File: config.mk
export PLATFORM = sky130hd
export DESIGN_NAME = cf_ctrl
export DESIGN_NICKNAME = d
export VERILOG_FILES = /design/src/sv/cf_pkg.sv /design/src/sv/cf_ctrl.sv
export SDC_FILE = /design/constraint.sdc
export NUM_CORES = 1
export LEC_CHECK = 0
export ABC_AREA = 0
export BUFFER_PORTS_ARGS = -buffer_cell sky130_fd_sc_hd__buf_2
export CAP_MARGIN = 15
export CORE_MARGIN = 8
export CORE_UTILIZATION = 48
export DETAILED_ROUTE_END_ITERATION = 10
export PLACE_DENSITY = 0.79
export SYNTH_ARGS = -nofsm -noshare
export SYNTH_HDL_FRONTEND = slang
export SYNTH_SLANG_ARGS = --single-unit
File: constraint.sdc
create_clock -name clk_i -period 2.8 [get_ports clk_i]
set_clock_uncertainty 0.05 [all_clocks]
set_input_delay 0.14 -clock clk_i [delete_from_list [all_inputs] [get_ports clk_i]]
set_output_delay 0.14 -clock clk_i [all_outputs]
set_load 0.1 [all_outputs]
File: src/sv/cf_pkg.sv
// ----------------------------------------------------------------------------
// cf_pkg
// Shared widths, register codes and controller/datapath bundles for the
// cosine collaborative filter.
// ----------------------------------------------------------------------------
package cf_pkg;

  localparam int DEF_MAX_USERS  = 64;
  localparam int DEF_MAX_MOVIES = 64;
  localparam int MAX_RESULTS    = 64;

  localparam int CFG_IDX_W = 2;
  localparam int CFG_W     = 7;
  localparam int TGT_W     = 6;
  localparam int RATING_W  = 8;
  localparam int CNT_W     = 7;
  localparam int LC_W      = 14;
  localparam int ACC_W     = 23;
  localparam int PROD_W    = 46;
  localparam int ROOT_W    = 23;
  localparam int DIV_NW    = 40;
  localparam int DIV_DW    = 24;
  localparam int SIM_W     = 17;
  localparam int SCORE_W   = 16;
  localparam int IDX_W     = 6;
  localparam int WS_W      = 32;
  localparam int SS_W      = 24;

  localparam logic [SIM_W-1:0]   SIM_ONE   = 17'h10000;
  localparam logic [SCORE_W-1:0] SCORE_MAX = 16'hFFFF;

  typedef enum logic [CFG_IDX_W-1:0] {
    CFG_TARGET = 2'd0,
    CFG_TOP_N  = 2'd1,
    CFG_USERS  = 2'd2,
    CFG_MOVIES = 2'd3
  } cfg_reg_e;

  typedef struct packed {
    logic [IDX_W-1:0]   idx;
    logic [SCORE_W-1:0] score;
  } pl_entry_t;

  typedef struct packed {
    logic load_en;
    logic run_init;
    logic sim_acc;
    logic mul_lo;
    logic mul_hi;
    logic sq_start;
    logic div_sim;
    logic div_pr;
    logic sim_wr;
    logic m_inc;
    logic pr_clr;
    logic pr_acc;
    logic p_zero;
    logic p_take;
    logic ins_init;
    logic ins_shift;
    logic ins_put;
    logic list_out;
    logic out_init;
    logic out_load;
    logic out_empty;
    logic out_next;
  } cf_cmd_t;

  typedef struct packed {
    logic load_done;
    logic t_bad;
    logic m_last;
    logic u_last;
    logic norm_zero;
    logic t_rated;
    logic ss_zero;
    logic sq_done;
    logic div_done;
    logic i_zero;
    logic ins_less;
    logic cnt_zero;
    logic out_acc;
    logic out_last;
  } cf_sts_t;

  // zero acts as one, larger values saturate
  function automatic logic [CNT_W-1:0] clamp_cnt(logic [CNT_W-1:0] v, int hi);
    logic [CNT_W-1:0] r;
    if (v == '0) begin
      r = CNT_W'(1);
    end else if (int'(v) > hi) begin
      r = CNT_W'(hi);
    end else begin
      r = v;
    end
    return r;
  endfunction

endpackage

File: src/sv/cf_ctrl.sv
// ----------------------------------------------------------------------------
// cf_ctrl
// Sequencer for loading, similarity, prediction, insertion sort and output.
// ----------------------------------------------------------------------------
module cf_ctrl import cf_pkg::*; (
  input  logic    clk_i,
  input  logic    rst_ni,
  input  cf_sts_t sts_i,
  output cf_cmd_t cmd_o
);

  typedef enum logic [21:0] {
    S_LOAD     = 22'h000001,
    S_START    = 22'h000002,
    S_SIM_RD   = 22'h000004,
    S_SIM_ACC  = 22'h000008,
    S_MUL_LO   = 22'h000010,
    S_MUL_HI   = 22'h000020,
    S_SQ_GO    = 22'h000040,
    S_SQ_WAIT  = 22'h000080,
    S_DS_GO    = 22'h000100,
    S_DS_WAIT  = 22'h000200,
    S_SIM_WR   = 22'h000400,
    S_PR_TRD   = 22'h000800,
    S_PR_TCHK  = 22'h001000,
    S_PR_RD    = 22'h002000,
    S_PR_ACC   = 22'h004000,
    S_PR_DIV   = 22'h008000,
    S_DP_WAIT  = 22'h010000,
    S_INS_INIT = 22'h020000,
    S_INS_CHK  = 22'h040000,
    S_INS_CMP  = 22'h080000,
    S_INS_PUT  = 22'h100000,
    S_OUT      = 22'h200000
  } state_e;

  // output sub-phases share one state, told apart by a small step register
  typedef enum logic [4:0] {
    O_INIT  = 5'b00001,
    O_RD    = 5'b00010,
    O_LD    = 5'b00100,
    O_EMPTY = 5'b01000,
    O_WAIT  = 5'b10000
  } out_step_e;

  state_e    state_q, state_d;
  out_step_e ostep_q, ostep_d;

  always_ff @(posedge clk_i or negedge rst_ni) begin
    if (!rst_ni) begin
      state_q <= S_LOAD;
      ostep_q <= O_INIT;
    end else begin
      state_q <= state_d;
      ostep_q <= ostep_d;
    end
  end

  always_comb begin
    state_d = state_q;
    ostep_d = ostep_q;
    cmd_o   = '0;
    case (state_q)
      S_LOAD: begin
        cmd_o.load_en = 1'b1;
        if (sts_i.load_done) begin
          state_d = S_START;
        end
      end
      S_START: begin
        cmd_o.run_init = 1'b1;
        if (sts_i.t_bad) begin
          state_d = S_OUT;
          ostep_d = O_EMPTY;
        end else begin
          state_d = S_SIM_RD;
        end
      end
      S_SIM_RD: state_d = S_SIM_ACC;
      S_SIM_ACC: begin
        cmd_o.sim_acc = 1'b1;
        state_d = sts_i.m_last ? S_MUL_LO : S_SIM_RD;
      end
      S_MUL_LO: begin
        cmd_o.mul_lo = 1'b1;
        state_d = sts_i.norm_zero ? S_SIM_WR : S_MUL_HI;
      end
      S_MUL_HI: begin
        cmd_o.mul_hi = 1'b1;
        state_d = S_SQ_GO;
      end
      S_SQ_GO: begin
        cmd_o.sq_start = 1'b1;
        state_d = S_SQ_WAIT;
      end
      S_SQ_WAIT: begin
        if (sts_i.sq_done) begin
          state_d = S_DS_GO;
        end
      end
      S_DS_GO: begin
        cmd_o.div_sim = 1'b1;
        state_d = S_DS_WAIT;
      end
      S_DS_WAIT: begin
        if (sts_i.div_done) begin
          state_d = S_SIM_WR;
        end
      end
      S_SIM_WR: begin
        cmd_o.sim_wr = 1'b1;
        state_d = sts_i.u_last ? S_PR_TRD : S_SIM_RD;
      end
      S_PR_TRD: state_d = S_PR_TCHK;
      S_PR_TCHK: begin
        if (sts_i.t_rated) begin
          cmd_o.m_inc = 1'b1;
          if (sts_i.m_last) begin
            state_d = S_OUT;
            ostep_d = O_INIT;
          end else begin
            state_d = S_PR_TRD;
          end
        end else begin
          cmd_o.pr_clr = 1'b1;
          state_d = S_PR_RD;
        end
      end
      S_PR_RD: state_d = S_PR_ACC;
      S_PR_ACC: begin
        cmd_o.pr_acc = 1'b1;
        state_d = sts_i.u_last ? S_PR_DIV : S_PR_RD;
      end
      S_PR_DIV: begin
        if (sts_i.ss_zero) begin
          cmd_o.p_zero = 1'b1;
          state_d = S_INS_INIT;
        end else begin
          cmd_o.div_pr = 1'b1;
          state_d = S_DP_WAIT;
        end
      end
      S_DP_WAIT: begin
        if (sts_i.div_done) begin
          cmd_o.p_take = 1'b1;
          state_d = S_INS_INIT;
        end
      end
      S_INS_INIT: begin
        cmd_o.ins_init = 1'b1;
        state_d = S_INS_CHK;
      end
      S_INS_CHK: state_d = sts_i.i_zero ? S_INS_PUT : S_INS_CMP;
      S_INS_CMP: begin
        // strictly lower scores move down, so ties keep the earlier movie first
        if (sts_i.ins_less) begin
          cmd_o.ins_shift = 1'b1;
          state_d = S_INS_CHK;
        end else begin
          state_d = S_INS_PUT;
        end
      end
      S_INS_PUT: begin
        cmd_o.ins_put = 1'b1;
        if (sts_i.m_last) begin
          state_d = S_OUT;
          ostep_d = O_INIT;
        end else begin
          state_d = S_PR_TRD;
        end
      end
      S_OUT: begin
        case (ostep_q)
          O_INIT: begin
            cmd_o.out_init = 1'b1;
            ostep_d = sts_i.cnt_zero ? O_EMPTY : O_RD;
          end
          O_RD: begin
            cmd_o.list_out = 1'b1;
            ostep_d = O_LD;
          end
          O_LD: begin
            cmd_o.out_load = 1'b1;
            ostep_d = O_WAIT;
          end
          O_EMPTY: begin
            cmd_o.out_empty = 1'b1;
            ostep_d = O_WAIT;
          end
          O_WAIT: begin
            if (sts_i.out_acc) begin
              cmd_o.out_next = 1'b1;
              if (sts_i.out_last) begin
                state_d = S_LOAD;
                ostep_d = O_INIT;
              end else begin
                ostep_d = O_RD;
              end
            end
          end
          default: ostep_d = O_INIT;
        endcase
      end
      default: state_d = S_LOAD;
    endcase
  end

  a_unit_start_excl: assert property (@(posedge clk_i) disable iff (!rst_ni)
    $onehot0({cmd_o.sq_start, cmd_o.div_sim, cmd_o.div_pr}))
    else $error("two iterative units started together");

  a_shift_not_head: assert property (@(posedge clk_i) disable iff (!rst_ni)
    cmd_o.ins_shift |-> !sts_i.i_zero)
    else $error("insertion shifted past list head");

  a_load_nonempty: assert property (@(posedge clk_i) disable iff (!rst_ni)
    cmd_o.out_load |-> !sts_i.cnt_zero)
    else $error("result loaded from empty list");

  a_acc_in_wait: assert property (@(posedge clk_i) disable iff (!rst_ni)
    sts_i.out_acc |-> (state_q == S_OUT && ostep_q == O_WAIT))
    else $error("result taken outside output wait");

  a_div_wait: assert property (@(posedge clk_i) disable iff (!rst_ni)
    (cmd_o.div_sim || cmd_o.div_pr) |=> !sts_i.div_done)
    else $error("divider finished too early");

endmodule

* Word-level counts from Yosys, hierarchy flattened *
Cells that the tools add are included.

word-level totals
  flip-flop bits (word level) = 27
  bits in latches = 0
  bits in writable memories = 0
  memory bits (read-only) = 0
  output and inout port bits = 22
  memories = 0

cells by class
  add/sub/neg operators = 0
  $mul = 0
  divide/modulo/power cells = 0
  order comparisons = 0
  eq/ne operators = 37
  shift-type cells = 0
  multiplexer cells = 55
  bitwise operators = 0
  reductions and logical operators = 4

operators with widths
  kind                                                    count
  one-hot mux 22 bit (22 select lines)                    1
  two-way mux 22 bit                                      10
  two-way mux 21 bit                                      2
  one-hot mux 5 bit (4 select lines)                      2
  two-way mux 5 bit                                       6
  two-way mux 1 bit                                       27
  equality test 22 x 1 -> 1 bit (second input constant)   1
  equality test 22 x 10 -> 1 bit (second input constant)  1
  equality test 22 x 11 -> 1 bit (second input constant)  1
  equality test 22 x 12 -> 1 bit (second input constant)  1
  equality test 22 x 13 -> 1 bit (second input constant)  1
  equality test 22 x 14 -> 1 bit (second input constant)  1
  equality test 22 x 15 -> 1 bit (second input constant)  1
  equality test 22 x 16 -> 1 bit (second input constant)  1
  equality test 22 x 17 -> 1 bit (second input constant)  1
  equality test 22 x 18 -> 1 bit (second input constant)  1
  equality test 22 x 19 -> 1 bit (second input constant)  1
  equality test 22 x 2 -> 1 bit (second input constant)   1
  equality test 22 x 20 -> 1 bit (second input constant)  1
  equality test 22 x 21 -> 1 bit (second input constant)  1
  equality test 22 bit (second input constant)            1
  equality test 22 x 3 -> 1 bit (second input constant)   1
  equality test 22 x 4 -> 1 bit (second input constant)   1
  equality test 22 x 5 -> 1 bit (second input constant)   1
  other kinds (21)                                        30

* Depth between registers and ports, before layout *
Gate-level depths: netlist of run 1.

  depth after elaboration = 4
  mapped depth = 9
  depth with buffers taken out = 7

* Worst setup path after synthesis of run 1 *
No wires, ideal clock.

  path kind = register -> register
  start point = reg state_q[9]
  end point = reg state_q[0]
  setup time = 0.220 ns
  data arrival time = 5.103 ns
  required time = 2.530 ns
  setup slack = -2.574 ns
  cell stages (with the launch flop) = 6
  path buffers = 0
  period minus slack after synthesis = 5.374 ns
  cells stage by stage = dfrtp_1 > nor4_4 > nand4_4 > or3_2 > nor4b_1 > o41ai_1

between the ends
  word-level cells in the longest chain between the ends = 3

ends and longest elaborated chain
  item                                                RTL line       RTL
  from (decl)                                         cf_ctrl.sv:46  state_e state_q, state_d;
  from (signal assigned)                              cf_ctrl.sv:54  state_q <= state_d;
  equality test 22 bit, or another cell as far along  cf_ctrl.sv:63  case (state_q)
  inequality test 2 bit (no line)                     -
  AND reduction 7 bit (no line)                       -

Parallel ways exist; a longest one is shown, timed or not.
A chain may end at the register's enable or synchronous reset.

==> run metrics, run 1 <==
worst reg2reg path startpoint state_q[10]$_DFFE_PN0P_; worst hold stages 2; top-count cell post-synth dfrtp_1; grt total ovfl 0; vias 1801; largest area contributor in the synthesized netlist dfrtp_1; Critical Path Start state_q[10]$_DFFE_PN0P_; register area share after synthesis between 30% and 40%; dominant cells by area after synthesis dfrtp_1 (36%), nor2_1 (4.7%), nor3_1 (3.4%), dfstp_2 (3.0%), and3_1 (2.9%); Crit-path slowest cell dfrtp_2; clk_lat worst skew between 0.3 and 0.4 ns; DR iter-0 viols around 130; Clk pin slew, worst setup/hold paths 0.15 ns; Placeable Area between 3000 and 4000 um^2; WL/cell about 17 um; sequential power share ~37%; RSZ-0062 raised after global routing true; CP endpoint kind primary output; diode count 0; crit-path max FO 7; top-area cell type share of the netlist area between 30 and 40%; first-pass detailed-route iteration total 4; cts bufs inserted 3; pwr/cell area ~550 nW/um^2; area of the multi-input gates about 1200 um^2; nets around 260; Worst VDD drop 0.288 mV; GRT Util Overall 16.8%; placed cell areas around 2300 um^2; DRC 0; clk root buf clkbuf_4; Starting Density between 40% and 50%; Worst R2R Path Depth 7; R2R setup slack around 0.15 ns; Clock power frac about an eighth; number of enable flip-flop cells after synthesis 0; max frequency 364 MHz; IO Pins 38; first-pass GRT wire length between 8000 and 9000 um; Switching Power between 600 and 700 uW; Fillers about 300; antenna violations before repair 0; Mapped Area between 1500 and 2000 um^2; H-tree depth 1; Hold Slack approximately 0.047 ns; Layout Cell Area excl Fill 2510 um^2; final setup violation count 0; asr flop ratio synth between 90% and 100%; max-cap check violation count 0; syn_nets between 200 and 250; Clock Sinks 27; IO buf count 37; critical-path cell list nor4_4 > nand4_4 > or3_4 > or3_1 > inv_2 > buf_12; Post-Synthesis Cells roughly 190; drt total wl between 5000 and 6000 um; beginning of the worst hold path sts_i[10]; Sw Share 47.6%; Worst-Margin Slew 0.603 ns; gpl congestion approximately 0.95; post-synthesis area per instance ~9 um^2; largest net degree at the start of global routing 28; area added between synthesis and finish 43.7%; relative slew slack about three fifths; row cnt 22; Die H ~76 um; CP Data Required Time between 2 and 3 ns; Hold WC Path Type primary input to flop; distinct cell type count of the synthesized netlist between 50 and 60; crit share post-route between 90% and 100%; min Tclk post-route between 2 and 3 ns; hold worst-path end state_q[15]$_DFFE_PN0P_; full die area around 5800 um^2; status finished, final reports clean; FF+latch count, synth 27; Yosys warning total 0; register area between 600 and 700 um^2; CP Launch Type flop; post-DR vias/cell a little over 6; vias in the first global route ~1700; Worst Setup Path Type flop to primary output; clock buffer depth 2; commonest cells in the netlist dfrtp_1 (25), nor2_1 (22), nor3_1 (12); CP max stage delay 0.48 ns; count of final max-slew check failures 0; Fin. Hold Viols 0; DP HPWL 3880 um; share of cells above drive strength 1 a little under 40%; die width around 76 um; Synth Flop Type dfrtp_1; reg2reg end ostep_q[1]$_DFFE_PN0P_; Final ANT Viol Nets 0; power share of the combinational group 50.6%; CTS tree yes; post-layout total power roughly 1400 uW; leakage dissipation 0.00116 uW; crit path DAT ~2.6 ns; Internal Pwr Total approximately 720 uW
## registers in the layout, indices dropped and copies added (netlist names)
name / cells
ostep_q: 5
state_q: 22
## layout make-up
type / count / share of cell area, %
clock buffer: 4 / 1.05
tap: 48 / 2.39
timing repair buffer: 60 / 20.5
sequential: 27 / 27.2
inverter: 6 / 0.898
multi-input combinational: 150 / 47.9
## power groups by stage
stage	clock (uW)	sequential (uW)	combinational, uW
after global routing	202	516	755
after floorplan	0	479	512
final	175	508	700
after detailed placement	0	506	638
after CTS	176	506	652
after global placement	0	506	628
## worst max-delay path by stage
stage	slack (ns)	to
final	0.05	cmd_o[3]
after global routing	-0.02	cmd_o[10]
after CTS	0.01	cmd_o[19]
after detailed placement	0.11	ostep_q[1]$_DFFE_PN0P_
after global placement	0.18	ostep_q[3]$_DFFE_PN0P_
after floorplan	-0.53	ostep_q[3]$_DFFE_PN0P_
## repair_timing
action,CTS,global route
buffers inserted,1,12
endpoints found under the setup margin,7,16
endpoints found under the hold margin,28,1
gates resized for setup,2,15
hold buffers,5,1
pin swaps,1,9
## through the flow
stage / setup TNS (ns) / util (%) / setup WS (ns) / std cells
floorplan: -2.88 / - / -0.531 / 189
global placement: 0 / 63.4 / 0.181 / 272
detailed placement: 0 / 63.4 / 0.111 / 272
CTS: 0 / 66.2 / 0.0138 / 282
global route: -0.0837 / 70.1 / -0.0198 / 295
finish: 0 / 70.1 / 0.0508 / 295
## layer usage
layer  vias to the layer above  routed length [um]  GRT usage [%]
li1                        833                   -              -
met1                       891                2260           22.5
met2                        70                2470           26.9
met3                         7                 314           3.42
met4                         0                  55           4.04
met5                         -                   0              0
## worst max-delay path, delay by kind of cell, from the launching register on
kind / cells / cell delay [ns]
and+or+nand+nor: 4 / 1.47
DFF: 1 / 0.48
buffers and inverters: 2 / 0.27
## placed cells by master (no fill, tap or decap), types with 6 or more instances in the layout
master / netlist / layout
a21oi_1: 6 / 6
and3_1: 8 / 7
buf_12: 0 / 9
buf_2: 1 / 25
buf_4: 0 / 18
dfrtp_1: 25 / 21
dlygate4sd3_1: 0 / 6
nand2_1: 8 / 6
nand3_1: 6 / 6
nor2_1: 22 / 21
nor3_1: 12 / 8
o21ai_0: 6 / 6
## cell families (layout without fill, tap and decap cells)
logic type / after synthesis / in the layout / synth area share, %
buffers and inverters: 12 / 70 / 2.65
AND/OR/NAND/NOR: 109 / 109 / 40.5
AO/OA/AOI/OAI: 31 / 31 / 12.5
multiplexers: 3 / 3 / 1.94
flip-flops: 27 / 27 / 38.9
XOR/XNOR: 7 / 7 / 3.51
Power figures use the tool's default switching activity.
==> run 2, diff against run 1 <==
CORE_UTILIZATION = 40   (was 48)
PLACE_DENSITY = 0.69   (was 0.79)
==> run 2 against run 1 <==
Sequential cell count did not move. Critical path depth did not move. Count of clock-buffer cells in the layout is 1 lower. Sequential power barely moved. Power increased by 3.4%. Cell count decreased by 0.34%. Sequential share of layout area up 0.33 points. Largest power group unchanged.
==> run metrics, run 2 (synthesis results as in run 1) <==
power share of the combinational group 48.8% (was 50.6%); RSZ-0062 raised after global routing false (was true); Worst Setup Slack, final 0.101 ns (was 0.0508 ns); vias in the first global route 1713 (was 1660); relative slew slack 59.3% (was 59.2%); area added between synthesis and finish 41.5% (was 43.7%); reg2reg end ostep_q[1]$_DFFE_PN0P_ (unchanged); crit-path max FO 5 (was 7); share of cells above drive strength 1 36.4% (was 38.9%); first-pass GRT wire length 8170 um (was 8250 um); placed cell areas 2330 um^2 (was 2270 um^2); worst hold stages 3 (was 2); CP endpoint kind primary output (unchanged); Hold Slack 0.0606 ns (was 0.0472 ns); CP Data Required Time 2.61 ns (about the same); post-layout total power 1430 uW (was 1380 uW); grt total ovfl 0 (unchanged); cts bufs inserted 3 (unchanged); crit share post-route 96.4% (was 98.2%); GRT Util Overall 15.4% (was 16.8%); drt total wl 4890 um (was 5100 um); clk root buf clkbuf_8 (was clkbuf_4); Largest regs state_q x22, ostep_q x5 (unchanged); CP Launch Type flop (unchanged); Die H 82.1 um (was 76.3 um); placed insts 281 (was 272); first-pass detailed-route iteration total 4 (unchanged); DP HPWL 3920 um (was 3880 um); Critical Path Start state_q[1]$_DFFE_PN0P_ (was state_q[10]$_DFFE_PN0P_); Placeable Area 4260 um^2 (was 3580 um^2); clk_lat worst skew 0.28 ns (was 0.33 ns); crit path DAT 2.51 ns (was 2.56 ns); R2R setup slack 0.28 ns (was 0.15 ns); max-cap check violation count 0 (unchanged); hold worst-path end state_q[0]$_DFFE_PN1P_ (was state_q[15]$_DFFE_PN0P_); Worst VDD drop 0.404 mV (was 0.288 mV); IO buf count 37 (unchanged); vias 1730 (was 1801); DR iter-0 viols 153 (was 131); diode count 0 (unchanged); most frequent cells in the layout buf_2 (26), dfrtp_1 (23), nor2_1 (22), buf_4 (14), buf_12 (10) (was buf_2 (25), nor2_1 (21), dfrtp_1 (21), buf_4 (18), buf_12 (9)); gpl congestion 0.889 (was 0.948); sequential power share 35.5% (was 36.8%); Layout Cell Area excl Fill 2470 um^2 (was 2510 um^2); Final ANT Viol Nets 0 (unchanged); Sw Share 46.0% (was 47.6%); row cnt 24 (was 22); Clock Sinks 27 (unchanged); Fin. Hold Viols 0 (unchanged); min Tclk post-route 2.70 ns (was 2.75 ns); Most flops, register state_q (unchanged); clock buffer depth 2 (unchanged); largest net degree at the start of global routing 28 (unchanged); Internal Pwr Total 772 uW (was 724 uW); full die area 6730 um^2 (was 5820 um^2); pwr/cell area 579 nW/um^2 (was 551 nW/um^2); fin cells 294 (was 295); Switching Power 658 uW (about the same); max frequency 370 MHz (was 364 MHz); worst reg2reg path startpoint state_q[17]$_DFFE_PN0P_ (was state_q[10]$_DFFE_PN0P_); final setup violation count 0 (unchanged); Starting Density 40.9% (was 48.8%); count of final max-slew check failures 0 (unchanged); beginning of the worst hold path sts_i[13] (was sts_i[10]); DRC 0 (unchanged); die width 82.1 um (was 76.3 um); Worst Setup Path Type flop to primary output (unchanged); post-DR vias/cell 5.88 (was 6.11); commonest non-fill, non-tap cell in the layout buf_2 (unchanged); antenna violations before repair 0 (unchanged); Worst-Margin Slew 0.610 ns (was 0.603 ns); max reg flops 22 (unchanged); CTS tree yes (unchanged); Hold WC Path Type primary input to flop (unchanged); WL/cell 16.6 um (was 17.3 um); Clock power frac 15.7% (was 12.6%); Worst R2R Path Depth 7 (unchanged); nets 259 (was 264); leakage dissipation 0.00114 uW (was 0.00116 uW); Fillers 389 (was 292); IO Pins 38 (unchanged); status finished, final reports clean (unchanged); Clk pin slew, worst setup/hold paths 0.10 ns (was 0.15 ns); Placement Setup Slack 0.239 ns (was 0.111 ns); H-tree depth 1 (unchanged)
## run 2: changes by cell type in the layout (fill, tap and decap cells not counted), moves of 2 or more
cell / delta
dfrtp_1: +2
clkbuf_8: +3
clkbuf_4: -4
dlygate4sd3_1: -3
buf_4: -4
dfrtp_2: -2
## run 2: critical path: stages, from the launching register on
cell and delay (ns):
dfrtp_1 0.46, nor4_4 0.31, buf_4 0.17, nand2_1 0.09, or3_2 0.59, nor4b_4 0.39, buf_12 0.22
## run 2: how the worst max path moves through the flow
stage                                        end  cells after the start
after floorplan           ostep_q[3]$_DFFE_PN0P_                      6
after detailed placement                cmd_o[2]                      6
after CTS                               cmd_o[7]                      6
after global placement    ostep_q[1]$_DFFE_PN0P_                      6
final                                   cmd_o[7]                      6
after global routing                   cmd_o[17]                      5
## run 2: final cells by class
class / count / area, um^2 / share of cell area [%]
Multi-Input combinational cell: 150 / 1170 / 47.4
Sequential cell: 27 / 681 / 27.6
Timing Repair Buffer: 55 / 484 / 19.6
Tap cell: 52 / 65.1 / 2.63
Clock buffer: 3 / 41.3 / 1.67
Inverter: 6 / 22.5 / 0.912
Clock inverter: 1 / 5.00 / 0.203
## run 2: power by group through the flow
stage               Sequential [uW]  Clock [uW]  Combinational (uW)
CTS                             499         232                 681
finish                          508         224                 698
floorplan                       479           0                 512
global route                    512         246                 748
detailed placement              506           0                 674
global placement                504           0                 665
## run 2: metal layers
| layer | up-vias | routed length [um] | GRT usage (%) |
|---|---|---|---|
| met5 | - | 0 | 0 |
| met3 | 2 | 397 | 3.50 |
| li1 | 827 | - | - |
| met1 | 843 | 2180 | 21.1 |
| met4 | 0 | 8 | 3.33 |
| met2 | 58 | 2300 | 24.2 |
## run 2: per-stage QoR
step	TNS (ns)	util [%]
after floorplan	-2.88	-
after global placement	0	54.6
after detailed placement	0	54.6
after CTS	0	56.7
after global routing	0	57.9
final	0	57.9
## run 2: timing repair
| action | CTS | global route |
|---|---|---|
| cloned | 0 | 0 |
| endpoints found under the setup margin | 3 | 5 |
| pin swaps | 1 | 3 |
| hold buffers | 3 | 0 |
| hold endpoints to repair | 27 | 0 |
| gates resized for setup | 1 | 4 |
| buffers inserted | 1 | 5 |
==> run 3, diff against run 2 <==
PLACE_DENSITY = not set   (was 0.69)
==> run 3 against run 2 <==
Maximum frequency shrank 1.1%. Final area down 0.41%. Count of clock-buffer cells in the layout did not move. Critical path depth stayed put. Wire length increased by 12%. Non-clock buffer count down 4. Sequential share of layout area is 0.16 points higher.
==> run metrics, run 3 (synthesis results as in run 1) <==
status finished, final reports clean (unchanged); power share of the combinational group 48.0% (was 48.8%); RSZ-0062 raised after global routing true (was false); H-tree depth 1 (unchanged); clock buffer depth 2 (unchanged); CP Data Required Time 2.61 ns (about the same); max reg flops 22 (unchanged); Placeable Area 4260 um^2 (unchanged); area added between synthesis and finish 40.9% (was 41.5%); pwr/cell area 577 nW/um^2 (was 579 nW/um^2); Starting Density 40.9% (unchanged); first-pass GRT wire length 8940 um (was 8170 um); CP max stage delay 0.46 ns (was 0.59 ns); met1 Use GR 22.0% (was 21.1%); CP most frequent cell nor4_4; Fin. Hold Viols 0 (unchanged); worst path bufs/invs 1 (was 2); full die area 6730 um^2 (unchanged); Internal Pwr Total 741 uW (was 772 uW); CP Launch Type flop (unchanged); placed insts 277 (was 281); relative slew slack 56.1% (was 59.3%); Clock Sinks 27 (unchanged); commonest non-fill, non-tap cell in the layout buf_2 (unchanged); most frequent cells in the layout buf_2 (25), nor2_1 (22), dfrtp_1 (22), buf_4 (12), buf_12 (11) (was buf_2 (26), dfrtp_1 (23), nor2_1 (22), buf_4 (14), buf_12 (10)); Die H 82.1 um (unchanged); GRT Util Overall 16.9% (was 15.4%); max frequency 366 MHz (was 370 MHz); DP HPWL 4250 um (was 3920 um); vias 1731 (was 1730); diode count 0 (unchanged); placed cell areas 2310 um^2 (was 2330 um^2); Clk pin slew, worst setup/hold paths 0.11 ns (was 0.10 ns); clk_lat worst skew 0.29 ns (was 0.28 ns); count of final max-slew check failures 0 (unchanged); Hold WC Path Type primary input to flop (unchanged); crit share post-route 97.5% (was 96.4%); Layout Cell Area excl Fill 2460 um^2 (was 2470 um^2); die width 82.1 um (unchanged); CTS tree yes (unchanged); sequential power share 35.5% (about the same); grt total ovfl 0 (unchanged); row cnt 24 (unchanged); DRC 0 (unchanged); nets 255 (was 259); crit-path max FO 7 (was 5); Final ANT Viol Nets 0 (unchanged); drt total wl 5470 um (was 4890 um); Worst VDD drop 0.399 mV (was 0.404 mV); DR iter-0 viols 126 (was 153); Clock power frac 16.5% (was 15.7%); met2 Usage GRT 28.5% (was 24.2%); Largest regs state_q x22, ostep_q x5 (unchanged); fin cells 290 (was 294); vias in the first global route 1737 (was 1713); crit path DAT 2.54 ns (was 2.51 ns); Most flops, register state_q (unchanged); post-DR vias/cell 5.97 (was 5.88); CP top delay family simple AND/OR/NAND/NOR gates (unchanged); Worst-Margin Slew 0.658 ns (was 0.610 ns); largest net degree at the start of global routing 28 (unchanged); CP endpoint kind primary output (unchanged); critical-path cell list nor4_4 > nand2_2 > or3_4 > nor4_4 > nor3b_4 > buf_12 (was nor4_4 > buf_4 > nand2_1 > or3_2 > nor4b_4 > buf_12); final setup violation count 0 (unchanged); gpl congestion 0.922 (was 0.889); Sw Share 47.7% (was 46.0%); antenna violations before repair 0 (unchanged); Worst Setup Path Type flop to primary output (unchanged); gr busiest metal met2 (unchanged); Final TNS setup 0 ns (unchanged); clk root buf clkbuf_8 (unchanged); Crit-path slowest cell dfrtp_2 (was or3_2); met3 Use GR 2.30% (was 3.50%); Switching Power 677 uW (was 658 uW); share of cells above drive strength 1 36.6% (was 36.4%); max-cap check violation count 0 (unchanged); IO buf count 37 (unchanged); IO Pins 38 (unchanged); leakage dissipation 0.00112 uW (was 0.00114 uW); first-pass detailed-route iteration total 4 (unchanged); min Tclk post-route 2.73 ns (was 2.70 ns); cts bufs inserted 3 (unchanged); WL/cell 18.9 um (was 16.6 um)
-- run 3: stage by stage --
stage / hold slack, ns / setup slack, ns / utilization (%) / total power [uW]
5_1_grt: 0.0674 / -0.0370 / 57.7 / 1480
2_1_floorplan: -0.206 / -0.531 / - / 991
6_report: 0.0523 / 0.0703 / 57.7 / 1420
3_5_place_dp: 0.153 / 0.0819 / 54.2 / 1150
3_3_place_gp: 0.136 / 0.151 / 54.2 / 1140
4_1_cts: 0.0509 / 0.0373 / 57.2 / 1400
-- run 3: power by group through the flow --
stage / Sequential (uW) / Clock, uW / Combinational (uW)
floorplan: 479 / 0 / 512
detailed placement: 502 / 0 / 647
finish: 504 / 234 / 680
CTS: 502 / 239 / 665
global route: 511 / 250 / 724
global placement: 499 / 0 / 638
-- run 3: path summary, 6_finish.rpt --
| path | slack (ns) | endpoint | startpoint | cells past startpoint |
|---|---|---|---|---|
| max | 0.07 | cmd_o[2] | state_q[16]$_DFFE_PN0P_ | 6 |
| min | 0.05 | state_q[11]$_DFFE_PN0P_ | sts_i[11] | 2 |
| max reg2reg | 0.20 | ostep_q[1]$_DFFE_PN0P_ | state_q[9]$_DFFE_PN0P_ | 8 |
| min reg2reg | 0.47 | state_q[14]$_DFFE_PN0P_ | state_q[12]$_DFFE_PN0P_ | 1 |
| max in group asynchronous | 1.87 | state_q[10]$_DFFE_PN0P_ | rst_ni | 2 |
| min in group asynchronous | 0.35 | ostep_q[3]$_DFFE_PN0P_ | rst_ni | 2 |
-- run 3: worst reg2reg max path, delay by kind of cell (launching register included) --
family          cells  cell delay, ns
mux                 1            0.35
flops               1            0.47
compound gates      1            0.52
simple gates        4            0.78
buf+inv             2            0.32
-- run 3: timing repair --
action                                 CTS  global route
setup buffers                            5             1
hold buffers                             3             0
setup endpoints to repair                7             6
pin swaps                                2             2
endpoints found under the hold margin   27             0
resized for setup                        2             6
-- run 3: per-layer routing --
layer / routed length (um) / up-vias
met5: 0 / -
met4: 80 / 0
met3: 214 / 9
met2: 2730 / 39
met1: 2450 / 867
li1: - / 816
-- run 3: layout make-up --
| type | count | area [um^2] |
|---|---|---|
| fill | 395 | 1800 |
| tap | 52 | 65.1 |
| timing repair buffer | 51 | 465 |
| multi-input combinational | 150 | 1180 |
| clock buffer | 3 | 41.3 |
| clock inverter | 1 | 5.00 |
| inverter | 6 | 22.5 |
| sequential | 27 | 682 |
